**config.mk**
```make
export PLATFORM = sky130hd
export DESIGN_NAME = i2c_master_bit_engine_top
export DESIGN_NICKNAME = d
export VERILOG_FILES = /design/src/rtl/i2cmbe_pkg.sv /design/src/rtl/i2c_master_bit_engine_top.sv
export SDC_FILE = /design/constraint.sdc
export NUM_CORES = 1
export LEC_CHECK = 0
export ABC_AREA = 1
export BUFFER_PORTS_ARGS = -buffer_cell sky130_fd_sc_hd__buf_2
export CORE_MARGIN = 8
export CORE_UTILIZATION = 51
export DETAILED_ROUTE_END_ITERATION = 16
export PLACE_DENSITY = 0.84
export SLEW_MARGIN = 20
export SYNTH_ARGS = -nofsm -noshare
export SYNTH_HDL_FRONTEND = slang
export SYNTH_SLANG_ARGS = --single-unit
export TNS_END_PERCENT = 5
```
**constraint.sdc**
```tcl
create_clock -name i_clk -period 2.2 [get_ports i_clk]
set_input_delay 0.11 -clock i_clk [delete_from_list [all_inputs] [get_ports i_clk]]
set_output_delay 0.11 -clock i_clk [all_outputs]
set_load 0.02 [all_outputs]
```
**src/rtl/i2cmbe_pkg.sv**
```systemverilog
// Shared types, command codes and the control store of the I2C master bit engine.
package i2cmbe_pkg;

    localparam int DEF_NUM_BUSES = 2;
    localparam int UADDR_W       = 5;
    localparam int HOLD_W        = 3;
    localparam int CNT_W         = 3;

    typedef enum logic [2:0] {
        FUNC_START = 3'd0,
        FUNC_STOP  = 3'd1,
        FUNC_WRITE = 3'd2,
        FUNC_READ  = 3'd3,
        FUNC_WACK  = 3'd4,
        FUNC_ACK   = 3'd5,
        FUNC_NACK  = 3'd6,
        FUNC_NONE  = 3'd7
    } t_func;

    typedef enum logic [1:0] {
        SCL_KEEP = 2'd0,
        SCL_LOW  = 2'd1,
        SCL_HIGH = 2'd2
    } t_scl_sel;

    typedef enum logic [1:0] {
        SDA_KEEP = 2'd0,
        SDA_LOW  = 2'd1,
        SDA_HIGH = 2'd2,
        SDA_DATA = 2'd3
    } t_sda_sel;

    typedef struct packed {
        logic [2:0] func;
        logic       bus;
        logic [7:0] data_byte;
        logic [7:0] line_samples;
    } t_in_word;

    typedef struct packed {
        logic              bus_out;
        logic              scl_level;
        logic              sda_level;
        logic [HOLD_W-1:0] hold_units;
        logic              sample_here;
        logic [7:0]        read_byte;
        logic              ack_level;
        logic              last_phase;
    } t_out_word;

    // One control word per pin phase.
    typedef struct packed {
        t_scl_sel           scl_sel;
        t_sda_sel           sda_sel;
        logic [HOLD_W-1:0]  hold;
        logic               sample;
        logic               last;
        logic               shift;
        logic               loop_en;
        logic [CNT_W-1:0]   loop_lim;
        logic [UADDR_W-1:0] loop_tgt;
        logic               res_byte;
        logic               res_ack;
    } t_uword;

    localparam logic [UADDR_W-1:0] UA_START = 5'd0;
    localparam logic [UADDR_W-1:0] UA_STOP  = 5'd4;
    localparam logic [UADDR_W-1:0] UA_WRITE = 5'd7;
    localparam logic [UADDR_W-1:0] UA_READ  = 5'd11;
    localparam logic [UADDR_W-1:0] UA_RLOOP = 5'd12;
    localparam logic [UADDR_W-1:0] UA_WACK  = 5'd18;
    localparam logic [UADDR_W-1:0] UA_ACK   = 5'd22;
    localparam logic [UADDR_W-1:0] UA_NACK  = 5'd26;
    localparam logic [UADDR_W-1:0] UA_LAST  = 5'd28;

    function automatic t_uword uw(t_scl_sel scl, t_sda_sel sda, logic [HOLD_W-1:0] hold,
                                  logic smp, logic last);
        t_uword w;
        w          = '0;
        w.scl_sel  = scl;
        w.sda_sel  = sda;
        w.hold     = hold;
        w.sample   = smp;
        w.last     = last;
        return w;
    endfunction

    function automatic t_uword ucode_rom(logic [UADDR_W-1:0] addr);
        t_uword w;
        case (addr)
            // start
            5'd0:  w = uw(SCL_KEEP, SDA_HIGH, 3'd1, 1'b0, 1'b0);
            5'd1:  w = uw(SCL_HIGH, SDA_HIGH, 3'd4, 1'b0, 1'b0);
            5'd2:  w = uw(SCL_HIGH, SDA_LOW,  3'd4, 1'b0, 1'b0);
            5'd3:  w = uw(SCL_LOW,  SDA_LOW,  3'd1, 1'b0, 1'b1);
            // stop
            5'd4:  w = uw(SCL_KEEP, SDA_LOW,  3'd2, 1'b0, 1'b0);
            5'd5:  w = uw(SCL_HIGH, SDA_LOW,  3'd1, 1'b0, 1'b0);
            5'd6:  w = uw(SCL_HIGH, SDA_HIGH, 3'd2, 1'b0, 1'b1);
            // write byte: eight passes through the bit body, then release SDA
            5'd7:  w = uw(SCL_KEEP, SDA_DATA, 3'd1, 1'b0, 1'b0);
            5'd8:  w = uw(SCL_HIGH, SDA_DATA, 3'd2, 1'b0, 1'b0);
            5'd9: begin
                w          = uw(SCL_LOW, SDA_DATA, 3'd1, 1'b0, 1'b0);
                w.shift    = 1'b1;
                w.loop_en  = 1'b1;
                w.loop_lim = 3'd7;
                w.loop_tgt = UA_WRITE;
            end
            5'd10: w = uw(SCL_LOW,  SDA_HIGH, 3'd0, 1'b0, 1'b1);
            // read byte: seven looped bits, the eighth unrolled with no hold on its final phase
            5'd11: w = uw(SCL_KEEP, SDA_KEEP, 3'd2, 1'b0, 1'b0);
            5'd12: w = uw(SCL_HIGH, SDA_KEEP, 3'd1, 1'b1, 1'b0);
            5'd13: w = uw(SCL_HIGH, SDA_KEEP, 3'd1, 1'b0, 1'b0);
            5'd14: begin
                w          = uw(SCL_LOW, SDA_KEEP, 3'd2, 1'b0, 1'b0);
                w.loop_en  = 1'b1;
                w.loop_lim = 3'd6;
                w.loop_tgt = UA_RLOOP;
            end
            5'd15: w = uw(SCL_HIGH, SDA_KEEP, 3'd1, 1'b1, 1'b0);
            5'd16: w = uw(SCL_HIGH, SDA_KEEP, 3'd1, 1'b0, 1'b0);
            5'd17: begin
                w          = uw(SCL_LOW, SDA_KEEP, 3'd0, 1'b0, 1'b1);
                w.res_byte = 1'b1;
            end
            // wait for acknowledge
            5'd18: w = uw(SCL_KEEP, SDA_HIGH, 3'd2, 1'b0, 1'b0);
            5'd19: w = uw(SCL_HIGH, SDA_HIGH, 3'd1, 1'b1, 1'b0);
            5'd20: w = uw(SCL_HIGH, SDA_HIGH, 3'd1, 1'b0, 1'b0);
            5'd21: begin
                w         = uw(SCL_LOW, SDA_HIGH, 3'd2, 1'b0, 1'b1);
                w.res_ack = 1'b1;
            end
            // acknowledge
            5'd22: w = uw(SCL_KEEP, SDA_LOW,  3'd1, 1'b0, 1'b0);
            5'd23: w = uw(SCL_HIGH, SDA_LOW,  3'd2, 1'b0, 1'b0);
            5'd24: w = uw(SCL_LOW,  SDA_LOW,  3'd2, 1'b0, 1'b0);
            5'd25: w = uw(SCL_LOW,  SDA_HIGH, 3'd0, 1'b0, 1'b1);
            // not-acknowledge
            5'd26: w = uw(SCL_KEEP, SDA_HIGH, 3'd1, 1'b0, 1'b0);
            5'd27: w = uw(SCL_HIGH, SDA_HIGH, 3'd2, 1'b0, 1'b0);
            5'd28: w = uw(SCL_LOW,  SDA_HIGH, 3'd2, 1'b0, 1'b1);
            default: w = uw(SCL_KEEP, SDA_KEEP, 3'd0, 1'b0, 1'b1);
        endcase
        return w;
    endfunction

    function automatic logic [UADDR_W-1:0] entry_addr(logic [2:0] func);
        logic [UADDR_W-1:0] a;
        case (func)
            FUNC_START: a = UA_START;
            FUNC_STOP:  a = UA_STOP;
            FUNC_WRITE: a = UA_WRITE;
            FUNC_READ:  a = UA_READ;
            FUNC_WACK:  a = UA_WACK;
            FUNC_ACK:   a = UA_ACK;
            FUNC_NACK:  a = UA_NACK;
            default:    a = UA_START;
        endcase
        return a;
    endfunction

endpackage

```
**src/rtl/i2c_master_bit_engine_top.sv**
```systemverilog
// Top level of the I2C master bit engine: control store sequencer and pin phase output.

// Each accepted command word is expanded into its run of pin phases, one phase per clock
// from a small control store with a step counter and a bit loop: start gives 4 phases,
// stop 3, write byte 25, read byte 25, wait for acknowledge 4, acknowledge 4 and
// not-acknowledge 3. A command is accepted only while the sequencer is idle, before its
// first phase; a command with the code FUNC_NONE or an absent bus is accepted but
// produces nothing. Output back-pressure stalls the sequencer phase by phase. The SCL
// and SDA levels of every bus are held in flops, reset to both lines released high.
module i2c_master_bit_engine_top
    import i2cmbe_pkg::*;
#(
    parameter int NUM_BUSES = DEF_NUM_BUSES
) (
    input  logic      i_clk,
    input  logic      i_rst_n,
    input  logic      i_in_valid,
    output logic      o_in_ready,
    input  t_in_word  i_in_data,
    output logic      o_out_valid,
    input  logic      i_out_ready,
    output t_out_word o_out_data
);

    localparam int IDX_W = (NUM_BUSES > 1) ? $clog2(NUM_BUSES) : 1;

    logic [1:0]         r_pins [NUM_BUSES];
    logic               r_busy;
    logic [UADDR_W-1:0] r_pc;
    logic [CNT_W-1:0]   r_cnt;
    logic               r_bus;
    logic [7:0]         r_data;
    logic [7:0]         r_samples;
    logic               r_out_valid;
    t_out_word          r_out;

    logic               w_in_acc;
    logic               w_cmd_ok;
    logic               w_adv;
    logic [IDX_W-1:0]   w_idx;
    logic [1:0]         w_cur;
    t_uword             w_uw;
    t_out_word          n_out;
    logic [UADDR_W-1:0] n_pc;
    logic [CNT_W-1:0]   n_cnt;

    assign o_in_ready = !r_busy;
    assign w_in_acc   = i_in_valid && !r_busy;
    assign w_cmd_ok   = (i_in_data.func != FUNC_NONE) && (32'(i_in_data.bus) < NUM_BUSES);
    assign w_adv      = r_busy && (!r_out_valid || i_out_ready);
    assign w_idx      = IDX_W'(r_bus);
    assign w_cur      = r_pins[w_idx];
    assign w_uw       = ucode_rom(r_pc);

    always_comb begin
        n_out = '0;
        n_out.bus_out = r_bus;
        case (w_uw.scl_sel)
            SCL_LOW:  n_out.scl_level = 1'b0;
            SCL_HIGH: n_out.scl_level = 1'b1;
            default:  n_out.scl_level = w_cur[1];
        endcase
        case (w_uw.sda_sel)
            SDA_LOW:  n_out.sda_level = 1'b0;
            SDA_HIGH: n_out.sda_level = 1'b1;
            SDA_DATA: n_out.sda_level = r_data[7];
            default:  n_out.sda_level = w_cur[0];
        endcase
        n_out.hold_units  = w_uw.hold;
        n_out.sample_here = w_uw.sample;
        n_out.read_byte   = w_uw.res_byte ? r_samples : 8'd0;
        n_out.ack_level   = w_uw.res_ack & r_samples[7];
        n_out.last_phase  = w_uw.last;
    end

    // The bit loop jumps back until the counter reaches its limit, then falls through.
    always_comb begin
        n_pc  = r_pc + 1'b1;
        n_cnt = r_cnt;
        if (w_uw.loop_en) begin
            if (r_cnt != w_uw.loop_lim) begin
                n_pc  = w_uw.loop_tgt;
                n_cnt = r_cnt + 1'b1;
            end else begin
                n_cnt = '0;
            end
        end
    end

    always_ff @(posedge i_clk) begin
        if (!i_rst_n) begin
            r_busy      <= 1'b0;
            r_out_valid <= 1'b0;
            r_pc        <= '0;
            r_cnt       <= '0;
            for (int i = 0; i < NUM_BUSES; i++) begin
                r_pins[i] <= 2'b11;
            end
        end else begin
            if (w_in_acc) begin
                r_busy <= w_cmd_ok;
                r_pc   <= entry_addr(i_in_data.func);
                r_cnt  <= '0;
            end else if (w_adv) begin
                r_pc      <= n_pc;
                r_cnt     <= n_cnt;
                r_busy    <= !w_uw.last;
                r_pins[w_idx] <= {n_out.scl_level, n_out.sda_level};
            end
            if (w_adv) begin
                r_out_valid <= 1'b1;
            end else if (i_out_ready) begin
                r_out_valid <= 1'b0;
            end
        end
    end

    always_ff @(posedge i_clk) begin
        if (w_in_acc) begin
            r_bus     <= i_in_data.bus;
            r_data    <= i_in_data.data_byte;
            r_samples <= i_in_data.line_samples;
        end else if (w_adv && w_uw.shift) begin
            r_data <= {r_data[6:0], 1'b0};
        end
        if (w_adv) begin
            r_out <= n_out;
        end
    end

    assign o_out_valid = r_out_valid;
    assign o_out_data  = r_out;

    a_last_ends: assert property (@(posedge i_clk) disable iff (!i_rst_n)
        (w_adv && w_uw.last) |=> !r_busy)
        else $error("sequencer still busy after the final phase");

    a_pc_range: assert property (@(posedge i_clk) disable iff (!i_rst_n)
        r_busy |-> (r_pc <= UA_LAST))
        else $error("step counter outside the control store");

    a_bad_cmd: assert property (@(posedge i_clk) disable iff (!i_rst_n)
        (w_in_acc && !w_cmd_ok) |=> (!r_busy && !$rose(r_out_valid)))
        else $error("ignored command started a phase run");

    a_result_last: assert property (@(posedge i_clk) disable iff (!i_rst_n)
        (r_out_valid && !r_out.last_phase) |->
            (r_out.read_byte == 8'd0 && r_out.ack_level == 1'b0))
        else $error("result fields set on a phase that is not the last");

endmodule
```
==> results of run 1 <==
worst max-delay path: cells and delay by family, from the launching register on:
kind | cells | cell delay (ns)
flops | 1 | 0.41
simple gates | 14 | 1.07
compound gates | 1 | 0.11
fa+ha+maj | 1 | 0.21
buf+inv | 1 | 0.16
how the worst min path moves through the flow:
| stage | start | end | slack [ns] | cells after the start |
|---|---|---|---|---|
| 2_1_floorplan | i_in_data[16] | r_bus | 0.21 | 0 |
| 3_3_place_gp | i_in_data[1] | r_samples[1] | 0.29 | 1 |
| 3_5_place_dp | i_in_data[2] | r_samples[2] | 0.29 | 1 |
| 4_1_cts | i_in_data[12] | r_data[4] | 0.04 | 3 |
| 5_1_grt | i_in_data[14] | r_data[6] | 0.04 | 3 |
| 6_report | i_in_data[12] | r_data[4] | 0.04 | 3 |
metal layers:
metal  part of all wire  track usage  wire (um)
met1               0.39        0.175       2860
met2               0.51        0.305       3790
met3              0.067       0.0488        491
met4              0.031       0.0911        229
met5                  0            0          0
sequential cells by signal (all words and copies together), names as in the netlist, named ones only:
register     cells
w_uw            14
o_out_data      17
r_pins           4
r_cnt            3
r_pc             5
o_out_valid      1
r_samples        8
r_data           8
r_bus            1
r_busy           1
cells in the final DEF, fill, tap and decap left out, types with 3 or more instances in the layout:
| cell type | count |
|---|---|
| edfxtp_1 | 38 |
| xor2_1 | 3 |
| buf_4 | 10 |
| nor2_1 | 11 |
| nand4_1 | 3 |
| nand3_1 | 23 |
| nand2_2 | 6 |
| a21oi_1 | 8 |
| clkbuf_8 | 9 |
| inv_2 | 5 |
| nand2_4 | 5 |
| ha_1 | 8 |
| o211ai_1 | 5 |
| dlygate4sd3_1 | 9 |
| nor3_1 | 3 |
| clkinv_2 | 3 |
| inv_1 | 44 |
| clkinvlp_4 | 3 |
| dfxtp_1 | 20 |
| o21ai_1 | 7 |
| buf_2 | 42 |
| nand3_2 | 3 |
| o21ai_2 | 3 |
| o21ai_0 | 8 |
| dfxtp_2 | 5 |
| nand2_1 | 98 |
cells by family (layout without fill, tap and decap cells):
logic type                 Yosys count  in the layout  share of synthesized area
and+or+nand+nor                    162            162                      0.249
DFF                                 63             63                      0.532
buffers and inverters               59            128                     0.0880
AOI/OAI and AO/OA                   36             36                     0.0714
adders and majority gates           11             11                     0.0446
xor gates and xnor gates             4              4                     0.0114
muxes                                1              1                    0.00325
timing repair:
item                                   CTS  global route
hold buffers                             9             0
pin swaps                                0             1
cloned                                   0             0
setup endpoints to repair                1             8
setup buffers                            0             1
gates resized for setup                  3            15
endpoints found under the hold margin   10             0
power breakdown:
part / switching (mW) / total (mW) / internal (mW)
combinational: 0.588 / 0.890 / 0.302
sequential: 0.0653 / 1.50 / 1.43
clock: 0.434 / 0.836 / 0.402
layout make-up:
| cell class | count | area [sq um] | area share |
|---|---|---|---|
| Timing Repair Buffer | 61 | 375 | 0.101 |
| Clock buffer | 10 | 128 | 0.0345 |
| Clock inverter | 6 | 37.5 | 0.0101 |
| Sequential cell | 63 | 1650 | 0.445 |
| Inverter | 51 | 199 | 0.0537 |
| Multi-Input combinational cell | 214 | 1220 | 0.330 |
| Tap cell | 75 | 93.8 | 0.0253 |
==> flow_summary.yaml, run 1 <==
worst_hold_path:
  min_path_type: "in2reg"
worst_setup_path:
  cp-startpoint: "w_uw[10]"
  worst_r2r_startpoint: "w_uw[10]"
  r2r_cells: 17
  crit_path_end_kind: "register"
  crit_type: "reg2reg"
  cp-start-kind: "register"
  r2r-end: "w_uw[15]"
  crit_slowest_cell: "dfxtp_2"
  rrSetupSlack_ns: 0.14
  path_common_cell: "nand2_1"
  cpPeakStageDelay_ns: 0.41
  worstSetupEndpoint: "w_uw[15]"
  cp.required_ns: 2.42
  crit_fanout: 6
  crit_path_cell_trace: "nand2_1 -> nand2_1 -> nand3_4 -> nand3_2 -> nand2_1 -> nand2_1 -> nand2_1 -> nand2_2 -> nand2_4 -> buf_4 -> ha_1 -> nand3_1 -> nand2_1 -> o21ai_1 -> nand2_1 -> nand2_1 -> nand2_1"
  cp_data_arrival_time_ns: 2.29
die:
  die_h_um: 93.8
  row_count: 28
  die_area_sq_mm: 0.00879
  dieWidth_um: 93.8
  coreArea_sq_mm: 0.00589
  floorplan.initialDensity: 0.524
  io_pins: 43
global_route:
  grt_pass1_vias: 2441
  globalRouteTotalUtil: 0.170
  grt_max_degree: 19
  antenna_found_initial: 0
  grt-ovfl-total: 0
  grt_pass1_wl_mm: 11.5
drt:
  drt_iter0_markers: 172
  vias: 2480
  ant_nets: 0
  drt_wl_total_mm: 7.37
  via_per_inst: 5.17
  drc: 0
  wire_per_inst_um: 15.4
  firstDrtPassIters: 4
timing:
  setup_viol: 0
  period_needed_ns: 2.06
  worst_slew_pin_slew_ns: 0.753
  layout_worst_path_cycle_share: 0.938
  final.setup.worst_slack_ns: 0.135
  skew_ns: 0.00602
  slew_headroom: 0.494
  hold_violations: 0
  hold_ws_ns: 0.0436
  maxSlewViolCount: 0
  setup_tns_ns: 0
  fmaxAchievable_ghz: 0.484
synthesis:
  async_flop_share: 0
  yosys-top-cells-count: "nand2_1 (101), inv_1 (45), edfxtp_1 (38)"
  syn_nets: 371
  synth_top_cell_by_area: "edfxtp_1"
  syn_area_per_cell_sq_um: 9.18
  syn_inst: 336
  synth_top_area_frac: 0.370
  syn_area_sq_mm: 0.00308
  yosysMostFrequentCell: "nand2_1"
  synth_edf_count: 38
  yosys_warnings: 0
  ys_seq_area_frac: 0.532
  ys_seq_elements: 63
  ys.flop_type: "edfxtp_1"
  synth_area_leaders: "edfxtp_1 (37%), dfxtp_1 (16%), nand2_1 (12%)"
  synth_cell_type_count: 37
cells_and_area:
  syn_to_final_growth_pct: 20.1
  fin_nets: 435
  fillCellCount: 486
  n_antenna_cell: 0
  design_area_sq_mm: 0.00370
  utilization: 0.629
  final_cells: 480
  drive_gt1_frac: 0.269
cts:
  clockBufferDepth: 2
  clock_sinks: 63
  clk_pin_slew_ns: 0.07
  clk_latency_ns: 0.33
  numCtsBuffers: 9
  cts_root_buffer: "clkbuf_8"
  ctsHtreeMaxLevel: 3
  cts_tree: "built"
power:
  power_mw: 3.22
  p_leak_nw: 1.78
  cellPowerDensity_mw_per_mm2: 871
  peakVddDrop_uv: 510
placed_design:
  portBuffers: 42
  gp_congestion: 0.921
  dpl-instance-area_sq_mm: 0.00338
  pre_cts_slack_ns: -0.0162
  dp_cells: 454
  dp_hpwl_mm: 5.11
run:
  drv_cap: 0
run_status:
  status: "finished, final reports clean"
Note: power is estimated with default switching activity, not from simulation.
==> inputs of run 2 (changes only) <==
Settings changed: MAX_ROUTING_LAYER from default to met4.
==> run 2 against run 1 <==
Total power is 5.4% higher. Highest routed layer unchanged. Largest cell class unchanged. Final cell count grew 0.63%. Non-clock buffer count rose by 3.
==> flow_summary.yaml, run 2 (same netlist as run 1, synthesis figures left out) <==
run_status:
  status: "finished, final reports clean"
timing:
  fmaxAchievable_ghz: 0.482
  skew_ns: 0.00794
  setup_tns_ns: 0
  maxSlewViolCount: 0
  hold_violations: 0
  slew_headroom: 0.465
  period_needed_ns: 2.07
  final.setup.worst_slack_ns: 0.127
  layout_worst_path_cycle_share: 0.942
  rsz0062_at_grt: "true"
  hold_ws_ns: 0.0430
  setup_viol: 0
  worst_slew_pin_slew_ns: 0.798
cells_and_area:
  drive_gt1_frac: 0.275
  layout_commonest_cell: "nand2_1"
  syn_to_final_growth_pct: 22.5
  largest_reg_flops: 17
  regArea_sq_mm: 0.00165
  final_cell_mix: "nand2_1 (96), inv_1 (44), buf_2 (42)"
  fillCellCount: 464
  design_area_sq_mm: 0.00378
  multi_input_area_sq_mm: 0.00124
  fin_nets: 438
  n_antenna_cell: 0
  utilization: 0.642
drt:
  via_per_inst: 5.10
  wire_per_inst_um: 14.8
  drt_wl_total_mm: 7.15
  drc: 0
  firstDrtPassIters: 4
  drt_iter0_markers: 198
  ant_nets: 0
  vias: 2462
cts:
  ctsHtreeMaxLevel: 3
  cts_tree: "built"
  clk_pin_slew_ns: 0.07
  cts_root_buffer: "clkbuf_8"
  numCtsBuffers: 9
  clk_latency_ns: 0.33
  clockBufferDepth: 2
  clock_sinks: 63
die:
  die_area_sq_mm: 0.00879
  coreArea_sq_mm: 0.00589
  row_count: 28
  dieWidth_um: 93.8
  die_h_um: 93.8
  floorplan.initialDensity: 0.524
  io_pins: 43
worst_setup_path:
  cp_data_arrival_time_ns: 2.29
  crit_fanout: 5
  crit_type: "reg2reg"
  crit_path_end_kind: "register"
  cp.required_ns: 2.42
  cp-start-kind: "register"
global_route:
  globalRouteTotalUtil: 0.169
  met3_usage: 0.0320
  grt_use_met2: 0.294
  grt-busiest-layer: "met2"
  grt_pass1_vias: 2366
  grt_pass1_wl_mm: 11.2
  grt-ovfl-total: 0
  antenna_found_initial: 0
  grt_max_degree: 19
  grt_use_met1: 0.181
worst_hold_path:
  min_path_type: "in2reg"
placed_design:
  dp_hpwl_mm: 5.02
  pre_cts_slack_ns: 0.0340
  dpl-instance-area_sq_mm: 0.00339
  portBuffers: 42
  gp_congestion: 0.974
power:
  p_leak_nw: 1.83
  cellPowerDensity_mw_per_mm2: 899
  peakVddDrop_uv: 467
run:
  drv_cap: 0
-- run 2: where the power goes --
group	internal [mW]	switching [mW]	leakage [nW]
clock network	0.584	0.416	0.0996
logic	0.316	0.585	1.16
registers	1.43	0.0632	0.563
-- run 2: final timing paths --
check	endpoint	start	slack, ns	depth (start not counted)
max	w_uw[14]	w_uw[10]	0.13	18
min	r_data[5]	i_in_data[13]	0.04	3
max reg2reg	w_uw[14]	w_uw[10]	0.13	18
min reg2reg	o_out_data[10]	w_uw[13]	0.41	0
-- run 2: timing repair --
action | CTS | global route
gates resized for setup | 0 | 21
setup buffers | 0 | 3
endpoints found under the hold margin | 9 | 0
hold buffers | 9 | 0
setup endpoints to repair | 0 | 9
-- run 2: critical path, stage by stage, from the launching register on --
cell and delay [ns]:
dfxtp_1 0.37, nand2_1 0.07, nand2_1 0.12, nand3_4 0.12, nand2_4 0.10, nand2_1 0.05
nand2_1 0.06, nand2_1 0.06, nand2_1 0.07, nand2_2 0.09, nand2_4 0.10, inv_1 0.09
ha_2 0.22, nand2_1 0.11, nand2_1 0.06, inv_1 0.06, nor2_1 0.04, nor2_1 0.10
nand3_1 0.08
-- run 2: layout make-up --
type,count,share of cell area
tap,75,0.0248
clock inverter,3,0.0113
sequential,63,0.435
timing repair buffer,64,0.106
clock buffer,13,0.0421
inverter,51,0.0526
multi-input combinational,214,0.327
-- run 2: per-stage QoR --
stage                     total power, mW  cells
after floorplan                      2.11    336
after global placement               2.31    455
after detailed placement             2.35    455
after CTS                            3.36    480
after global routing                 3.57    483
final                                3.40    483
-- run 2: layer usage --
layer	wire [um]	part of all wire
met3	361	0.051
met2	3790	0.53
met1	2820	0.39
met4	182	0.025
met5	0	0
